`src/rtl/nsm_pkg.sv`:
```
// Shared types and constants for the n-shot modifier tracker.
package nsm_pkg;

    // Stream and configuration port widths
    localparam int S_TDATA_W   = 40;
    localparam int S_TUSER_W   = 3;
    localparam int M_TDATA_W   = 8;
    localparam int M_TUSER_W   = 2;
    localparam int CFG_INDEX_W = 3;
    localparam int CFG_DATA_W  = 16;

    // Register indexes on the configuration port
    localparam logic [CFG_INDEX_W-1:0] CFG_TRIGGER_KEY  = 3'd0;
    localparam logic [CFG_INDEX_W-1:0] CFG_MOD_MASK     = 3'd1;
    localparam logic [CFG_INDEX_W-1:0] CFG_ALT_MOD_MASK = 3'd2;
    localparam logic [CFG_INDEX_W-1:0] CFG_SHOT_LIMIT   = 3'd3;
    localparam logic [CFG_INDEX_W-1:0] CFG_COUNT_ROLLS  = 3'd4;
    localparam logic [CFG_INDEX_W-1:0] CFG_HOLD_TERM_MS = 3'd5;

    // Action on the modifier bits
    typedef enum logic [1:0] {
        ACT_NONE  = 2'd0,
        ACT_REG   = 2'd1,
        ACT_UNREG = 2'd2
    } action_t;

    // Configuration register set
    typedef struct packed {
        logic [15:0] trigger_key;
        logic [7:0]  mod_mask;
        logic [7:0]  alt_mod_mask;
        logic [6:0]  shot_limit;
        logic        count_rolls;
        logic [15:0] hold_term_ms;
    } cfg_t;

    // One key event
    typedef struct packed {
        logic [15:0] key_code;
        logic        key_down;
        logic        use_alt_mask;
        logic        is_cancel;
        logic        is_ignored;
        logic [15:0] now_ms;
    } event_t;

    // One result beat
    typedef struct packed {
        action_t    mod_action;
        logic [7:0] action_mask;
    } result_t;

endpackage

```
`src/rtl/nsm_cfg.sv`:
```
// Configuration register file for the n-shot modifier tracker.
module nsm_cfg
(
    input  logic                              clk,
    input  logic                              rst_n,
    input  logic                              cfg_valid,
    output logic                              cfg_ready,
    input  logic [nsm_pkg::CFG_INDEX_W-1:0]   cfg_index,
    input  logic [nsm_pkg::CFG_DATA_W-1:0]    cfg_data,
    output nsm_pkg::cfg_t                     cfg
);

    nsm_pkg::cfg_t cfg_reg;
    nsm_pkg::cfg_t cfg_next;

    // Writes always complete in one beat
    assign cfg_ready = 1'b1;
    assign cfg       = cfg_reg;

    // Register decode; unknown indexes are dropped
    always_comb
    begin
        cfg_next = cfg_reg;
        if (cfg_valid)
        begin
            unique case (cfg_index)
                nsm_pkg::CFG_TRIGGER_KEY:  cfg_next.trigger_key  = cfg_data;
                nsm_pkg::CFG_MOD_MASK:     cfg_next.mod_mask     = cfg_data[7:0];
                nsm_pkg::CFG_ALT_MOD_MASK: cfg_next.alt_mod_mask = cfg_data[7:0];
                nsm_pkg::CFG_SHOT_LIMIT:   cfg_next.shot_limit   = cfg_data[6:0];
                nsm_pkg::CFG_COUNT_ROLLS:  cfg_next.count_rolls  = cfg_data[0];
                nsm_pkg::CFG_HOLD_TERM_MS: cfg_next.hold_term_ms = cfg_data;
                default:                   cfg_next = cfg_reg;
            endcase
        end
    end

    always_ff @(posedge clk or negedge rst_n)
    begin
        if (!rst_n)
        begin
            cfg_reg.trigger_key  <= 16'd0;
            cfg_reg.mod_mask     <= 8'd0;
            cfg_reg.alt_mod_mask <= 8'd0;
            cfg_reg.shot_limit   <= 7'd1;
            cfg_reg.count_rolls  <= 1'b0;
            cfg_reg.hold_term_ms <= 16'd200;
        end
        else
        begin
            cfg_reg <= cfg_next;
        end
    end

endmodule

```
`src/rtl/nsm_core.sv`:
```
// Modifier entry state and the per-event action decision.
module nsm_core
#(
    parameter int TIME_BITS = 16
)
(
    input  logic               clk,
    input  logic               rst_n,
    input  logic               advance,
    input  nsm_pkg::event_t    ev,
    input  nsm_pkg::cfg_t      cfg,
    output nsm_pkg::result_t   result
);

    typedef enum logic [1:0] {
        PH_IDLE        = 2'd0,
        PH_QUEUED      = 2'd1,
        PH_DOWN_UNUSED = 2'd2,
        PH_DOWN_USED   = 2'd3
    } phase_t;

    phase_t                phase_reg, phase_next;
    logic [7:0]            count_reg, count_next;
    logic                  saw_reg, saw_next;
    logic [TIME_BITS-1:0]  press_reg, press_next;

    logic [31:0]           now_wide;
    logic [TIME_BITS-1:0]  now_t;
    logic [TIME_BITS-1:0]  elapsed;
    logic                  held_long;
    logic [7:0]            limit;
    logic [7:0]            count_inc;
    logic [7:0]            rel_count;
    logic [7:0]            mask;
    nsm_pkg::action_t      act;

    // Time in the timer width, elapsed time since the trigger press
    assign now_wide  = 32'(ev.now_ms);
    assign now_t     = now_wide[TIME_BITS-1:0];
    assign elapsed   = now_t - press_reg;
    assign held_long = 32'(elapsed) >= 32'(cfg.hold_term_ms);

    assign limit     = {cfg.shot_limit, 1'b0};
    assign count_inc = count_reg + 8'd1;
    assign rel_count = saw_reg ? count_inc : count_reg;
    assign mask      = ev.use_alt_mask ? cfg.alt_mod_mask : cfg.mod_mask;

    // Next state and action for the event at the head of the input register
    always_comb
    begin
        phase_next = phase_reg;
        count_next = count_reg;
        saw_next   = saw_reg;
        press_next = press_reg;
        act        = nsm_pkg::ACT_NONE;

        if (ev.key_code == cfg.trigger_key)
        begin
            if (ev.key_down)
            begin
                if (phase_reg == PH_IDLE)
                    act = nsm_pkg::ACT_REG;
                phase_next = PH_DOWN_UNUSED;
                count_next = 8'd0;
                saw_next   = cfg.count_rolls;
                press_next = now_t;
            end
            else if (phase_reg == PH_DOWN_UNUSED)
            begin
                if (held_long)
                begin
                    phase_next = PH_IDLE;
                    act        = nsm_pkg::ACT_UNREG;
                end
                else
                begin
                    phase_next = PH_QUEUED;
                end
            end
            else if (phase_reg == PH_DOWN_USED)
            begin
                phase_next = PH_IDLE;
                act        = nsm_pkg::ACT_UNREG;
            end
        end
        else if (ev.key_down)
        begin
            // Other key pressed: cancel, consume a shot, or mark as used
            if (phase_reg != PH_IDLE && ev.is_cancel)
            begin
                phase_next = PH_IDLE;
                count_next = 8'd0;
                saw_next   = cfg.count_rolls;
                act        = nsm_pkg::ACT_UNREG;
            end
            else if (phase_reg == PH_QUEUED && !ev.is_ignored)
            begin
                count_next = count_inc;
                saw_next   = 1'b1;
                if (count_inc == limit)
                begin
                    phase_next = PH_IDLE;
                    count_next = 8'd0;
                    saw_next   = cfg.count_rolls;
                    act        = nsm_pkg::ACT_UNREG;
                end
            end
            else if (phase_reg == PH_DOWN_UNUSED)
            begin
                saw_next = 1'b1;
            end
        end
        else if (!ev.is_ignored)
        begin
            // Other key released
            if (phase_reg == PH_DOWN_UNUSED)
            begin
                if (saw_reg)
                    phase_next = PH_DOWN_USED;
            end
            else if (phase_reg == PH_QUEUED)
            begin
                count_next = rel_count;
                if (rel_count == limit)
                begin
                    phase_next = PH_IDLE;
                    count_next = 8'd0;
                    saw_next   = cfg.count_rolls;
                    act        = nsm_pkg::ACT_UNREG;
                end
            end
        end
    end

    assign result.mod_action  = act;
    assign result.action_mask = (act == nsm_pkg::ACT_NONE) ? 8'd0 : mask;

    // Entry state; press time has no reset since it is written before use
    always_ff @(posedge clk or negedge rst_n)
    begin
        if (!rst_n)
        begin
            phase_reg <= PH_IDLE;
            count_reg <= 8'd0;
            saw_reg   <= 1'b0;
        end
        else if (advance)
        begin
            phase_reg <= phase_next;
            count_reg <= count_next;
            saw_reg   <= saw_next;
        end
    end

    always_ff @(posedge clk)
    begin
        if (advance)
            press_reg <= press_next;
    end

endmodule

```
`src/rtl/nshot_modifier_tracker.sv`:
```
// An accepted key event beat passes through the input register and then the result register.
// Throughput: one event per cycle while m_tready is high; the entry state updates as each
// event moves from the input register to the result register.
// The input register takes a new beat while a result still waits on the output side, if it is empty.
// Reset (rst_n low, asynchronous) empties both registers, clears the entry and loads
// the configuration defaults.
module nshot_modifier_tracker
#(
    parameter int TIME_BITS = 16
)
(
    input  logic                              clk,
    input  logic                              rst_n,
    // Key events
    input  logic                              s_tvalid,
    output logic                              s_tready,
    input  logic [nsm_pkg::S_TDATA_W-1:0]     s_tdata,  // key_code[15:0], key_down[16], now_ms[32:17], zero[39:33]
    input  logic [nsm_pkg::S_TUSER_W-1:0]     s_tuser,  // use_alt_mask[0], is_cancel[1], is_ignored[2]
    // Actions
    output logic                              m_tvalid,
    input  logic                              m_tready,
    output logic [nsm_pkg::M_TDATA_W-1:0]     m_tdata,  // action_mask[7:0]
    output logic [nsm_pkg::M_TUSER_W-1:0]     m_tuser,  // mod_action[1:0]
    // Configuration writes
    input  logic                              cfg_valid,
    output logic                              cfg_ready,
    input  logic [nsm_pkg::CFG_INDEX_W-1:0]   cfg_index,
    input  logic [nsm_pkg::CFG_DATA_W-1:0]    cfg_data
);

    nsm_pkg::cfg_t     cfg;
    nsm_pkg::event_t   ev_reg;
    nsm_pkg::event_t   ev_next;
    logic              in_valid_reg;
    logic              in_valid_next;
    nsm_pkg::result_t  res;
    nsm_pkg::result_t  out_reg;
    logic              out_valid_reg;
    logic              out_valid_next;
    logic              advance;
    logic              in_beat;

    nsm_cfg u_cfg
    (
        .clk       (clk),
        .rst_n     (rst_n),
        .cfg_valid (cfg_valid),
        .cfg_ready (cfg_ready),
        .cfg_index (cfg_index),
        .cfg_data  (cfg_data),
        .cfg       (cfg)
    );

    nsm_core #(.TIME_BITS(TIME_BITS)) u_core
    (
        .clk     (clk),
        .rst_n   (rst_n),
        .advance (advance),
        .ev      (ev_reg),
        .cfg     (cfg),
        .result  (res)
    );

    // Handshake: the held event moves on whenever the result slot is free or drains
    assign advance  = in_valid_reg && (!out_valid_reg || m_tready);
    assign s_tready = !in_valid_reg || advance;
    assign in_beat  = s_tvalid && s_tready;

    // Unpack the incoming beat
    always_comb
    begin
        ev_next.key_code     = s_tdata[15:0];
        ev_next.key_down     = s_tdata[16];
        ev_next.now_ms       = s_tdata[32:17];
        ev_next.use_alt_mask = s_tuser[0];
        ev_next.is_cancel    = s_tuser[1];
        ev_next.is_ignored   = s_tuser[2];
    end

    always_comb
    begin
        in_valid_next = in_beat || (in_valid_reg && !advance);
        out_valid_next = advance || (out_valid_reg && !m_tready);
    end

    // Valid flags
    always_ff @(posedge clk or negedge rst_n)
    begin
        if (!rst_n)
        begin
            in_valid_reg  <= 1'b0;
            out_valid_reg <= 1'b0;
        end
        else
        begin
            in_valid_reg  <= in_valid_next;
            out_valid_reg <= out_valid_next;
        end
    end

    // Payload registers
    always_ff @(posedge clk)
    begin
        if (in_beat)
            ev_reg <= ev_next;
        if (advance)
            out_reg <= res;
    end

    assign m_tvalid = out_valid_reg;
    assign m_tdata  = out_reg.action_mask;
    assign m_tuser  = out_reg.mod_action;

endmodule
```
`config.mk`:
```
export PLATFORM = sky130hd
export DESIGN_NAME = nshot_modifier_tracker
export DESIGN_NICKNAME = d
export VERILOG_FILES = /design/src/rtl/nsm_pkg.sv /design/src/rtl/nsm_cfg.sv /design/src/rtl/nsm_core.sv /design/src/rtl/nshot_modifier_tracker.sv
export SDC_FILE = /design/constraint.sdc
export NUM_CORES = 1
export LEC_CHECK = 0
export BUFFER_PORTS_ARGS = -buffer_cell sky130_fd_sc_hd__buf_2
export CELL_PAD_IN_SITES_DETAIL_PLACEMENT = 1
export CELL_PAD_IN_SITES_GLOBAL_PLACEMENT = 1
export CORE_MARGIN = 1.5
export CORE_UTILIZATION = 45
export CTS_CLUSTER_DIAMETER = 40
export DETAILED_ROUTE_END_ITERATION = 7
export PLACE_DENSITY = 0.86
export SYNTH_ARGS = -nofsm -noshare
export SYNTH_HDL_FRONTEND = slang
export SYNTH_SLANG_ARGS = --single-unit
```
`constraint.sdc`:
```
create_clock -name clk -period 5.6 [get_ports clk]
set_clock_uncertainty 0.05 [all_clocks]
set_input_delay 1.12 -clock clk [delete_from_list [all_inputs] [get_ports clk]]
set_output_delay 1.12 -clock clk [all_outputs]
set_load 0.02 [all_outputs]
```
# == After elaboration in Yosys (flattened, before gate mapping) ==
# Cells that the tools add are included.
# op_classes
muxes,51
eq_ne,20
magnitude_cmp,1
n_addsub,2
reduce_logical,33
# ops
operator,count
8-bit 2-to-1 mux,12
2-bit 2-to-1 mux,26
16-bit == test,1
8-bit == test,2
16-bit greater-or-equal comparator,1
16-bit subtractor,1
1-bit 2-to-1 mux,13
2-bit AND reduction,6
"8-bit by 1-bit adder with 8-bit output, second input constant",1
"4-bit by 1-bit != test with 1-bit output, second input constant",2
8-bit AND reduction,1
4-bit nonzero test,2
7-bit AND reduction,1
"3-bit by 2-bit == test with 1-bit output, second input constant",2
"3-bit == test, second input constant",2
1-bit logical AND,6
6-bit AND reduction,1
2-bit nonzero test,3
1-bit zero test,5
"5-bit by 1-bit != test with 1-bit output, second input constant",1
"2-bit == test, second input constant",2
2-bit zero test,2
1-bit logical OR,4
"2-bit != test, second input constant",2
8 further kinds,8
# word_totals
inputBits,67
output_inout_bits,13
reg_bits,131

# == Longest topological paths before layout ==
# Gate-level depths: netlist of run 1.
# logic_depth
word_depth,10
mapped_depth,17

# == By module ==
# Synthesis of run 1 repeated with hierarchy kept, for this count alone.
# hier_totals
hier_cells,548
hier_area_um2,6820.3
# by_module_without_submodules
module,cells_each,n_inst,area_per_inst_um2
nsm_core,369,1,3171.8
nsm_cfg,125,1,2163.3
nshot_modifier_tracker,54,1,1485.2

# == Worst setup path after synthesis of run 1 ==
# Ideal clock, no wire load.
# synth_timing
kind,flip-flop to flip-flop
from,reg ev_reg[6] (netlist name)
to,"reg out_reg, in the netlist m_tdata[0] (data pin)"
t_arrival_ns,3.570
path_stages_with_launch,16
required_ns,5.283
path_slack_ns,1.713
setup_time_ns,0.267
path_cell_list,edfxtp_1 -> ha_1 -> a21oi_1 -> inv_1 -> o311ai_0 -> a21oi_1 -> a211oi_1 -> xnor2_1 -> ha_1 -> a21o_1 -> a21o_1 -> a211o_1 -> a211oi_1 -> o41ai_1 -> a31oi_2 -> nor2_1
# synth_via
elab_chain_cells,7
# synth_rtl
item,line,text
start: declaration,nshot_modifier_tracker.sv:32,nsm_pkg::event_t ev_reg;
start signal: assignment,nshot_modifier_tracker.sv:105,ev_reg <= ev_next;
16-bit subtractor,nsm_core.sv:40,assign elapsed = now_t - press_reg;
16-bit greater-or-equal comparator,nsm_core.sv:41,assign held_long = 32'(elapsed) >= 32'(cfg.hold_term_ms);
2-bit 2-to-1 mux,nsm_core.sv:70,if (held_long)
2-bit 2-to-1 mux,nsm_core.sv:68,else if (phase_reg == PH_DOWN_UNUSED)
2-bit 2-to-1 mux,nsm_core.sv:59,if (ev.key_down)
2-bit 2-to-1 mux,nsm_core.sv:57,if (ev.key_code == cfg.trigger_key)
2-bit zero test,nsm_core.sv:136,assign result.action_mask = (act == nsm_pkg::ACT_NONE) ? 8'd0 : mask;
end signal: assignment,nshot_modifier_tracker.sv:107,out_reg <= res;
end: declaration,nshot_modifier_tracker.sv:37,nsm_pkg::result_t out_reg;
# Every way passes these cells.
# A chain may end at the register's enable or synchronous reset.

# == Worst setup path in the final report of run 1 ==
# layout_timing
from,reg ev_reg[6] (netlist name)
to,"reg out_reg, in the netlist m_tdata[6] (data pin)"
# Same word-level chain as after synthesis.

==> results_dict.tcl, run 1 <==
set metrics [dict create \
    status "complete, no violations" \
    hold_path_depth 0 \
    overflow 0 \
    drc 0 \
    ys_types 71 \
    synth_fa_ha_area_share_pct 6.25 \
    syn_avg_cell_area_sq_um 12.3 \
    grt_pass1_wl_um 27900 \
    cts.sinks 131 \
    cp-end-kind "register" \
    yosysWarnings 0 \
    cts_root_buffer "clkbuf_16" \
    synth_seq_cells 131 \
    largest_register_ffs 56 \
    synthArstFlopShare_pct 52.7 \
    min_period_ps 5070 \
    placed_area_sq_um 7270 \
    ys_seq_area_share_pct 53.4 \
    clk_pin_slew_ps 60 \
    tns_ps 0 \
    die_y_um 125 \
    grt_usage_pct 23.1 \
    hp-class "reg -> reg" \
    worst-r2r-cell-count 15 \
    final_nets 728 \
    fin_area_sq_um 7890 \
    synth-edff-count 62 \
    reg2reg_from "ev_reg[6]" \
    min_to "u_core.press_reg[7]" \
    required_ps 5690 \
    irDropWorstVdd_v 0.000244 \
    vias 4718 \
    core_sq_um 14600 \
    slew_viol_final 0 \
    cts_tree "built" \
    fin_crit_sh_pct 90.5 \
    crit_path_start_kind "register" \
    ff2ff_setup_slack_ps 530 \
    ioPinCount 80 \
    synth_nets 648 \
    place.gp.congestion 0.846 \
    cts_made_buffers 17 \
    stdcell_count 825 \
    cts_buffer_depth 2 \
    yosys.area.top_type_share_pct 27.7 \
    arrival_ps 5160 \
    grt_pass1_vias 5314 \
    synth_flop_cell "dfrtp_1" \
    synth_top_family_by_area "multiplexers" \
    vias_per_cell 5.72 \
    maxSlewHeadroom_pct 25.9 \
    muxShareOfSynthArea_pct 10.9 \
    cts_resized 0 \
    hold_violations 0 \
    synth_xor_xnor_area_share_pct 5.82 \
    drt_iter0_drc 243 \
    crit_path_start "ev_reg[6]" \
    synth_area_leader_cell "edfxtp_1" \
    clkLatencyLatePin_ps 430 \
    wl_um 17000 \
    die-area_sq_um 15700 \
    r2r_end "m_tdata[6]" \
    synth_simple_gate_area_share_pct 9.63 \
    worstMarginPinSlew_ps 1100 \
    p_leak_nw 3.34 \
    drive_gt1_share_pct 29.2 \
    hp-start "ev_reg[7]" \
    synth-compound-area-share_pct 10.1 \
    fmax_ghz 0.197 \
    cts_hold_buf 0 \
    p_per_area_nw_per_um2 376 \
    grt_antenna_before_repair 0 \
    synth_area_leaders "edfxtp_1, dfrtp_1, mux2_2, ha_1, xnor2_1" \
    syn_inst 548 \
    place_hpwl_um 11800 \
    synth_most_common_cell "dfrtp_1" \
    cts_setup_buffers 0 \
    synth_commonest_cells "dfrtp_1, edfxtp_1, mux2_2, inv_1, ha_1" \
    max_cap_viol_count 0 \
    synthToLayoutAreaGrowth_pct 17.2 \
    critPathMaxFanout 8 \
    die_x_um 125 \
    ant_nets 0 \
    criticalPathCategory "reg -> reg" \
    hold_slack_ps 416 \
    synth_area_sq_um 6730 \
    finalSetupViolCount 0 \
    rsz0062_at_grt "false" \
    initial_core_util_pct 46.1 \
    drt-pass1-iter-count 4 \
    num_antenna_cells 0 \
    port_buffers 71 \
    grt_max_degree 70 \
    post_drt_wl_per_cell_um 20.7 \
    rows 44 \
    htree_num_levels 4 \
    dp.cells 793 \
]
## layout by cell type, fill, tap and decap left out, types with 6 or more instances in the layout
cell	count
buf_2	71
dfrtp_1	65
edfxtp_1	62
mux2_2	57
inv_1	43
ha_1	32
xnor2_1	28
nand2_1	27
nor2_1	25
a21oi_1	20
clkbuf_16	19
nand3_1	16
xor2_1	13
nand4_1	12
a21o_1	10
nand2b_1	9
mux2i_1	8
nor3_1	6
o21ai_0	6
## worst max-delay path by stage
stage / end / cells after the start
finish: m_tdata[6] / 15
global route: m_tdata[6] / 17
CTS: m_tdata[6] / 15
detailed placement: m_tdata[3] / 15
global placement: m_tdata[4] / 15
floorplan: m_tdata[0] / 15
## stage by stage
step	worst slack [ps]	utilization (%)	total power, mW
2_1_floorplan	1710	-	1.65
3_3_place_gp	907	49.8	1.77
3_5_place_dp	676	49.8	1.83
4_1_cts	559	54.1	2.99
5_1_grt	189	54.1	3.09
6_report	529	54.1	2.97
## where the power goes
| part | total (mW) | switching, mW | internal (mW) |
|---|---|---|---|
| Sequential | 1.28 | 0.130 | 1.15 |
| Clock | 1.14 | 0.423 | 0.715 |
| Combinational | 0.550 | 0.291 | 0.258 |
## worst max-delay path, cell delays in order, from the launching register on
cell,delay (ps)
edfxtp_1,400
ha_1,370
a21oi_1,300
inv_1,100
o311ai_0,500
a21oi_1,170
a211oi_1,440
xnor2_1,190
ha_1,270
a21o_1,180
a21o_1,170
a211o_1,310
a211oi_1,530
o41ai_1,160
a31oi_2,500
nor2_1,150
## cells by family after synthesis
kind of cell | after synthesis
AND/OR/NAND/NOR | 124
adder cells (fa/ha/maj) | 33
AO/OA/AOI/OAI | 91
multiplexers | 66
XOR/XNOR | 43
flip-flops | 131
buffers and inverters | 59
other | 1
## layer usage
metal	track usage (%)	up-vias	part of all wire [%]
met2	41.7	123	55
li1	-	2161	-
met4	11.0	0	3.2
met3	5.35	44	3.5
met1	25.8	2390	39
met5	0	-	0
## layout make-up
class                           count  area (sq um)
Inverter                           44           165
Tap cell                          184           230
Clock buffer                       24           534
Multi-Input combinational cell    358          2890
Timing Repair Buffer               76           393
Fill cell                        1486          6700
Clock inverter                      8          85.1
Sequential cell                   131          3590
No activity file was read; power rests on OpenSTA's default activity.
==> run 2: changes to the inputs <==
--- a/config.mk
+++ b/config.mk
@@ -8,6 +8,7 @@
 export BUFFER_PORTS_ARGS = -buffer_cell sky130_fd_sc_hd__buf_2
 export CELL_PAD_IN_SITES_DETAIL_PLACEMENT = 1
 export CELL_PAD_IN_SITES_GLOBAL_PLACEMENT = 1
+export CORE_ASPECT_RATIO = 0.8
 export CORE_MARGIN = 1.5
 export CORE_UTILIZATION = 45
 export CTS_CLUSTER_DIAMETER = 40
==> run 2 against run 1 <==
The flow now finishes with violations (design-rule violations). First-iteration DRC count up 23%. Combinational power down 1%. Utilization grew 0.29 points. Sequential power about the same. Via count fell by 1.3%. Fmax increased by 2.1%. Setup slack better by 100 ps. Non-clock buffer count down 1. Total power shrank 0.68%. Sequential cell count did not move. Routed wire length is 3.5% lower. Sequential share of layout area up 0.21 points.
==> results_dict.tcl, run 2 (synthesis results as in run 1) <==
set metrics [dict create \
    cts_buffer_depth 2 \
    post_drt_wl_per_cell_um 20.0 \
    overflow 0 \
    hp-class "reg -> reg" \
    die-area_sq_um 15700 \
    worstPathBufferInverterCount 1 \
    cp_top_family "compound AO/OA/AOI/OAI gates" \
    drive_gt1_share_pct 28.7 \
    cts.sinks 131 \
    fmax_ghz 0.201 \
    cp-end-kind "register" \
    critPathMaxFanout 8 \
    vias_per_cell 5.65 \
    final_nets 727 \
    slowest_delay_ps 520 \
    status "complete, but fails checks" \
    crit_path_start_kind "register" \
    ant_nets 0 \
    regArea_sq_um 3590 \
    core_sq_um 14400 \
    grt_pass1_vias 5147 \
    cts_hold_buf 0 \
    htree_num_levels 4 \
    drc 2 \
    finalPower_mw 2.95 \
    drt_iter0_drc 298 \
    p_per_area_nw_per_um2 376 \
    crit_path_cell_trace "ha_1 > a21oi_1 > inv_1 > o311ai_0 > a21oi_1 > a211oi_1 > xnor2_1 > ha_1 > a21o_1 > a21o_1 > a211o_1 > a211oi_1 > o41ai_1 > a31oi_2 > nor2_1" \
    cts_tree "built" \
    synthToLayoutAreaGrowth_pct 16.7 \
    arrival_ps 5070 \
    largest_register_ffs 56 \
    max_cap_viol_count 0 \
    num_antenna_cells 0 \
    hold_violations 0 \
    final_cell_mix "buf_2, dfrtp_1, edfxtp_1" \
    cts_root_buffer "clkbuf_16" \
    min_period_ps 4970 \
    place.gp.congestion 0.882 \
    wl_um 16500 \
    p_leak_nw 3.33 \
    placed_area_sq_um 7260 \
    cts_made_buffers 17 \
    slowest_stage "o311ai_0" \
    grt_max_degree 52 \
    fin_area_sq_um 7850 \
    grt_antenna_before_repair 0 \
    irDropWorstVdd_v 0.000252 \
    clk_pin_slew_ps 60 \
    criticalPathCategory "reg -> reg" \
    die_y_um 112 \
    clkLatencyLatePin_ps 430 \
    vias 4658 \
    tns_ps 0 \
    maxSlewHeadroom_pct 24.1 \
    ioPinCount 80 \
    grt_pass1_wl_um 26800 \
    violations "design-rule violations" \
    port_buffers 71 \
    worstMarginPinSlew_ps 1130 \
    die_x_um 140 \
    mostFrequentLayoutCell "buf_2" \
    multiInputGateArea_sq_um 2890 \
    fin_crit_sh_pct 88.7 \
    finalSetupViolCount 0 \
    cts_resized 0 \
    grt_usage_pct 22.4 \
    cts_setup_buffers 0 \
    drt-pass1-iter-count 6 \
    place_hpwl_um 11600 \
    fillers 1495 \
    rows 39 \
    rsz0062_at_grt "false" \
    required_ps 5700 \
    initial_core_util_pct 46.6 \
    slew_viol_final 0 \
]
## run 2: cell types whose count changed in the layout (fill, tap and decap cells not counted), sizes merged
cell      before  now
clkbuf        24   18
clkinv         2   10
inv           46   45
bufinv         1    3
clkinvlp       3    0
buf           76   75
## run 2: power by group
| group | internal [mW] | total, mW | switching (mW) |
|---|---|---|---|
| sequential | 1.15 | 1.29 | 0.134 |
| combinational | 0.258 | 0.543 | 0.285 |
| clock | 0.697 | 1.12 | 0.423 |
| total | 2.11 | 2.95 | 0.842 |
## run 2: metal layers
metal	global-route usage, %	wire [um]	vias to the layer above	share of wire (%)
met5	0	0	-	0
met4	8.21	352	0	2.1
met3	5.42	561	32	3.4
met2	38.5	8270	110	50
met1	27.7	7270	2353	44
li1	-	-	2163	-
## run 2: path summary, 6_finish.rpt
| kind | start | slack (ps) | end | cells past startpoint |
|---|---|---|---|---|
| hold reg to reg | ev_reg[13] | 410 | u_core.press_reg[13] | 0 |
| min in group asynchronous | rst_n | 610 | u_cfg.cfg[23] | 1 |
| setup / recovery | ev_reg[6] | 630 | m_tdata[5] | 15 |
| hold / removal | ev_reg[13] | 410 | u_core.press_reg[13] | 0 |
| max in group asynchronous | rst_n | 3850 | u_cfg.cfg[53] | 2 |
| setup reg to reg | ev_reg[6] | 630 | m_tdata[5] | 15 |
## run 2: area by class of cell
type / instances / share of cell area [%]
Tap cell: 184 / 2.93
Clock inverter: 14 / 2.04
Clock buffer: 18 / 5.46
Timing Repair Buffer: 75 / 4.91
Sequential cell: 131 / 45.8
Inverter: 44 / 2.10
Multi-Input combinational cell: 358 / 36.8
## run 2: per-stage QoR
step	setup WS (ps)	cells	hold slack [ps]	utilization (%)
after detailed placement	790	792	389	50.3
final	634	824	411	54.4
after global routing	250	824	426	54.4
after floorplan	1710	548	376	-
after CTS	591	824	415	54.4
after global placement	1060	792	400	50.3
## run 2: worst register-to-register path, cell delays in order, from the launching register on
cell and delay (ps):
edfxtp_1 390, ha_1 380, a21oi_1 300, inv_1 100, o311ai_0 520, a21oi_1 220
a211oi_1 420, xnor2_1 210, ha_1 300, a21o_1 220, a21o_1 190, a211o_1 310
a211oi_1 410, o41ai_1 130, a31oi_2 420, nor2_1 110
==> run 3: changes to the inputs <==
--- a/config.mk
+++ b/config.mk
@@ -8,7 +8,7 @@
 export BUFFER_PORTS_ARGS = -buffer_cell sky130_fd_sc_hd__buf_2
 export CELL_PAD_IN_SITES_DETAIL_PLACEMENT = 1
 export CELL_PAD_IN_SITES_GLOBAL_PLACEMENT = 1
-export CORE_ASPECT_RATIO = 0.8
+export CORE_ASPECT_RATIO = 0.75
 export CORE_MARGIN = 1.5
 export CORE_UTILIZATION = 45
 export CTS_CLUSTER_DIAMETER = 40
==> run 3 against run 2 <==
The flow now finishes without violations. Clock power hardly changed. Sequential cell count stayed put. Die area hardly changed. Sequential share of layout area is 0.13 points lower. Routed wire length is 1.6% higher. Count of clock-buffer cells in the layout is 1 higher. Via count is 0.43% lower.
==> results_dict.tcl, run 3 (synthesis results as in run 1) <==
set metrics [dict create \
    htree_num_levels 4 \
    largest_register_ffs 56 \
    multiInputGateArea_sq_um 2890 \
    finalSetupViolCount 0 \
    cts_made_buffers 17 \
    ioPinCount 80 \
    r2r_end "m_tdata[1]" \
    critPathMaxFanout 8 \
    grt_max_degree 70 \
    hp-start "ev_reg[8]" \
    grt_util_met1_pct 28.6 \
    cts.sinks 131 \
    reg2reg_from "ev_reg[0]" \
    cp_top_family "compound AO/OA/AOI/OAI gates" \
    mostFrequentLayoutCell "buf_2" \
    post_drt_wl_per_cell_um 19.9 \
    regArea_sq_um 3590 \
    arrival_ps 5120 \
    fillers 1537 \
    die_x_um 144 \
    hold_path_depth 0 \
    cts_resized 0 \
    status "complete, no violations" \
    final_nets 727 \
    crit_path_cell_trace "inv_1 > ha_1 > fa_1 > nor2b_1 > o31a_1 > o2111ai_1 > a21oi_1 > o41ai_1 > o311ai_0 > ha_1 > a21o_1 > a211o_1 > a211oi_1 > o41ai_1 > a31oi_2 > nor2_1" \
    cp-end-kind "register" \
    initial_core_util_pct 46.3 \
    synthToLayoutAreaGrowth_pct 17.0 \
    drc 0 \
    drt_iter0_drc 192 \
    cts_setup_buffers 0 \
    fin_crit_sh_pct 89.8 \
    slowest_delay_ps 520 \
    rsz0062_at_grt "false" \
    grt_usage_pct 23.2 \
    cts_tree "built" \
    num_antenna_cells 0 \
    final_cell_mix "buf_2, dfrtp_1, edfxtp_1" \
    die_y_um 109 \
    clk_pin_slew_ps 60 \
    min_to "u_core.press_reg[8]" \
    max_cap_viol_count 0 \
    die-area_sq_um 15700 \
    drt-pass1-iter-count 4 \
    grt_pass1_wl_um 26900 \
    irDropWorstVdd_v 0.000289 \
    place.gp.congestion 0.824 \
    hold_violations 0 \
    p_per_area_nw_per_um2 375 \
    tns_ps 0 \
    worst-r2r-cell-count 16 \
    p_leak_nw 3.33 \
    rows 38 \
    required_ps 5690 \
    slowest_stage "o311ai_0" \
    wl_um 16700 \
    grtUsageMet2_pct 38.7 \
    cts_buffer_depth 2 \
    overflow 0 \
    ant_nets 0 \
    criticalPathCategory "reg -> reg" \
    maxSlewHeadroom_pct 28.0 \
    place_hpwl_um 11700 \
    core_sq_um 14500 \
    worstMarginPinSlew_ps 1070 \
    vias_per_cell 5.52 \
    cts_root_buffer "clkbuf_16" \
    port_buffers 71 \
    grt_pass1_vias 5097 \
    busiest_layer "met2" \
    grt_antenna_before_repair 0 \
    finalPower_mw 2.95 \
    crit_path_start_kind "register" \
    drive_gt1_share_pct 28.9 \
    min_period_ps 5030 \
    met3_usage_pct 5.67 \
    fmax_ghz 0.199 \
    clkLatencyLatePin_ps 420 \
    worstPathBufferInverterCount 1 \
    hp-class "reg -> reg" \
    vias 4638 \
    slew_viol_final 0 \
    ff2ff_setup_slack_ps 570 \
    cts_hold_buf 0 \
]
## run 3: cell types whose count changed in the layout (fill, tap and decap cells not counted), sizes merged
cell | previous run | this run
clkbuf | 18 | 19
clkinv | 10 | 7
clkinvlp | 0 | 2
## run 3: final cells by class
class                      count  area share, %
tap                          200           3.18
clock inverter                13           2.02
clock buffer                  19           5.50
sequential                   131           45.6
timing repair buffer          75           4.89
multi-input combinational    358           36.7
inverter                      44           2.10
## run 3: per-layer routing
| metal | vias to the layer above | part of all wire [%] |
|---|---|---|
| li1 | 2162 | - |
| met1 | 2313 | 44 |
| met2 | 125 | 49 |
| met3 | 38 | 4.6 |
| met4 | 0 | 2.5 |
| met5 | - | 0 |
## run 3: where the power goes
part           switching (mW)  internal, mW
Clock                   0.428         0.699
Combinational           0.282         0.256
Sequential              0.132          1.15
## run 3: per-stage QoR
step | utilization [%] | setup slack, ps | cells | hold slack, ps | instance area [sq um]
2_1_floorplan | - | 1710 | 548 | 376 | 6730
5_1_grt | 54.1 | 341 | 840 | 418 | 7880
4_1_cts | 54.1 | 595 | 840 | 416 | 7880
3_3_place_gp | 50.1 | 1060 | 808 | 385 | 7280
6_report | 54.1 | 571 | 840 | 408 | 7880
3_5_place_dp | 50.1 | 794 | 808 | 399 | 7280
## run 3: how the worst max path moves through the flow
stage / from / cells after the start / to / slack, ps
after floorplan: ev_reg[6] / 15 / m_tdata[0] / 1710
after global placement: ev_reg[6] / 15 / m_tdata[2] / 1060
after detailed placement: ev_reg[0] / 17 / m_tdata[0] / 790
after CTS: ev_reg[0] / 17 / m_tdata[1] / 600
after global routing: ev_reg[0] / 17 / m_tdata[1] / 340
final: ev_reg[0] / 16 / m_tdata[1] / 570
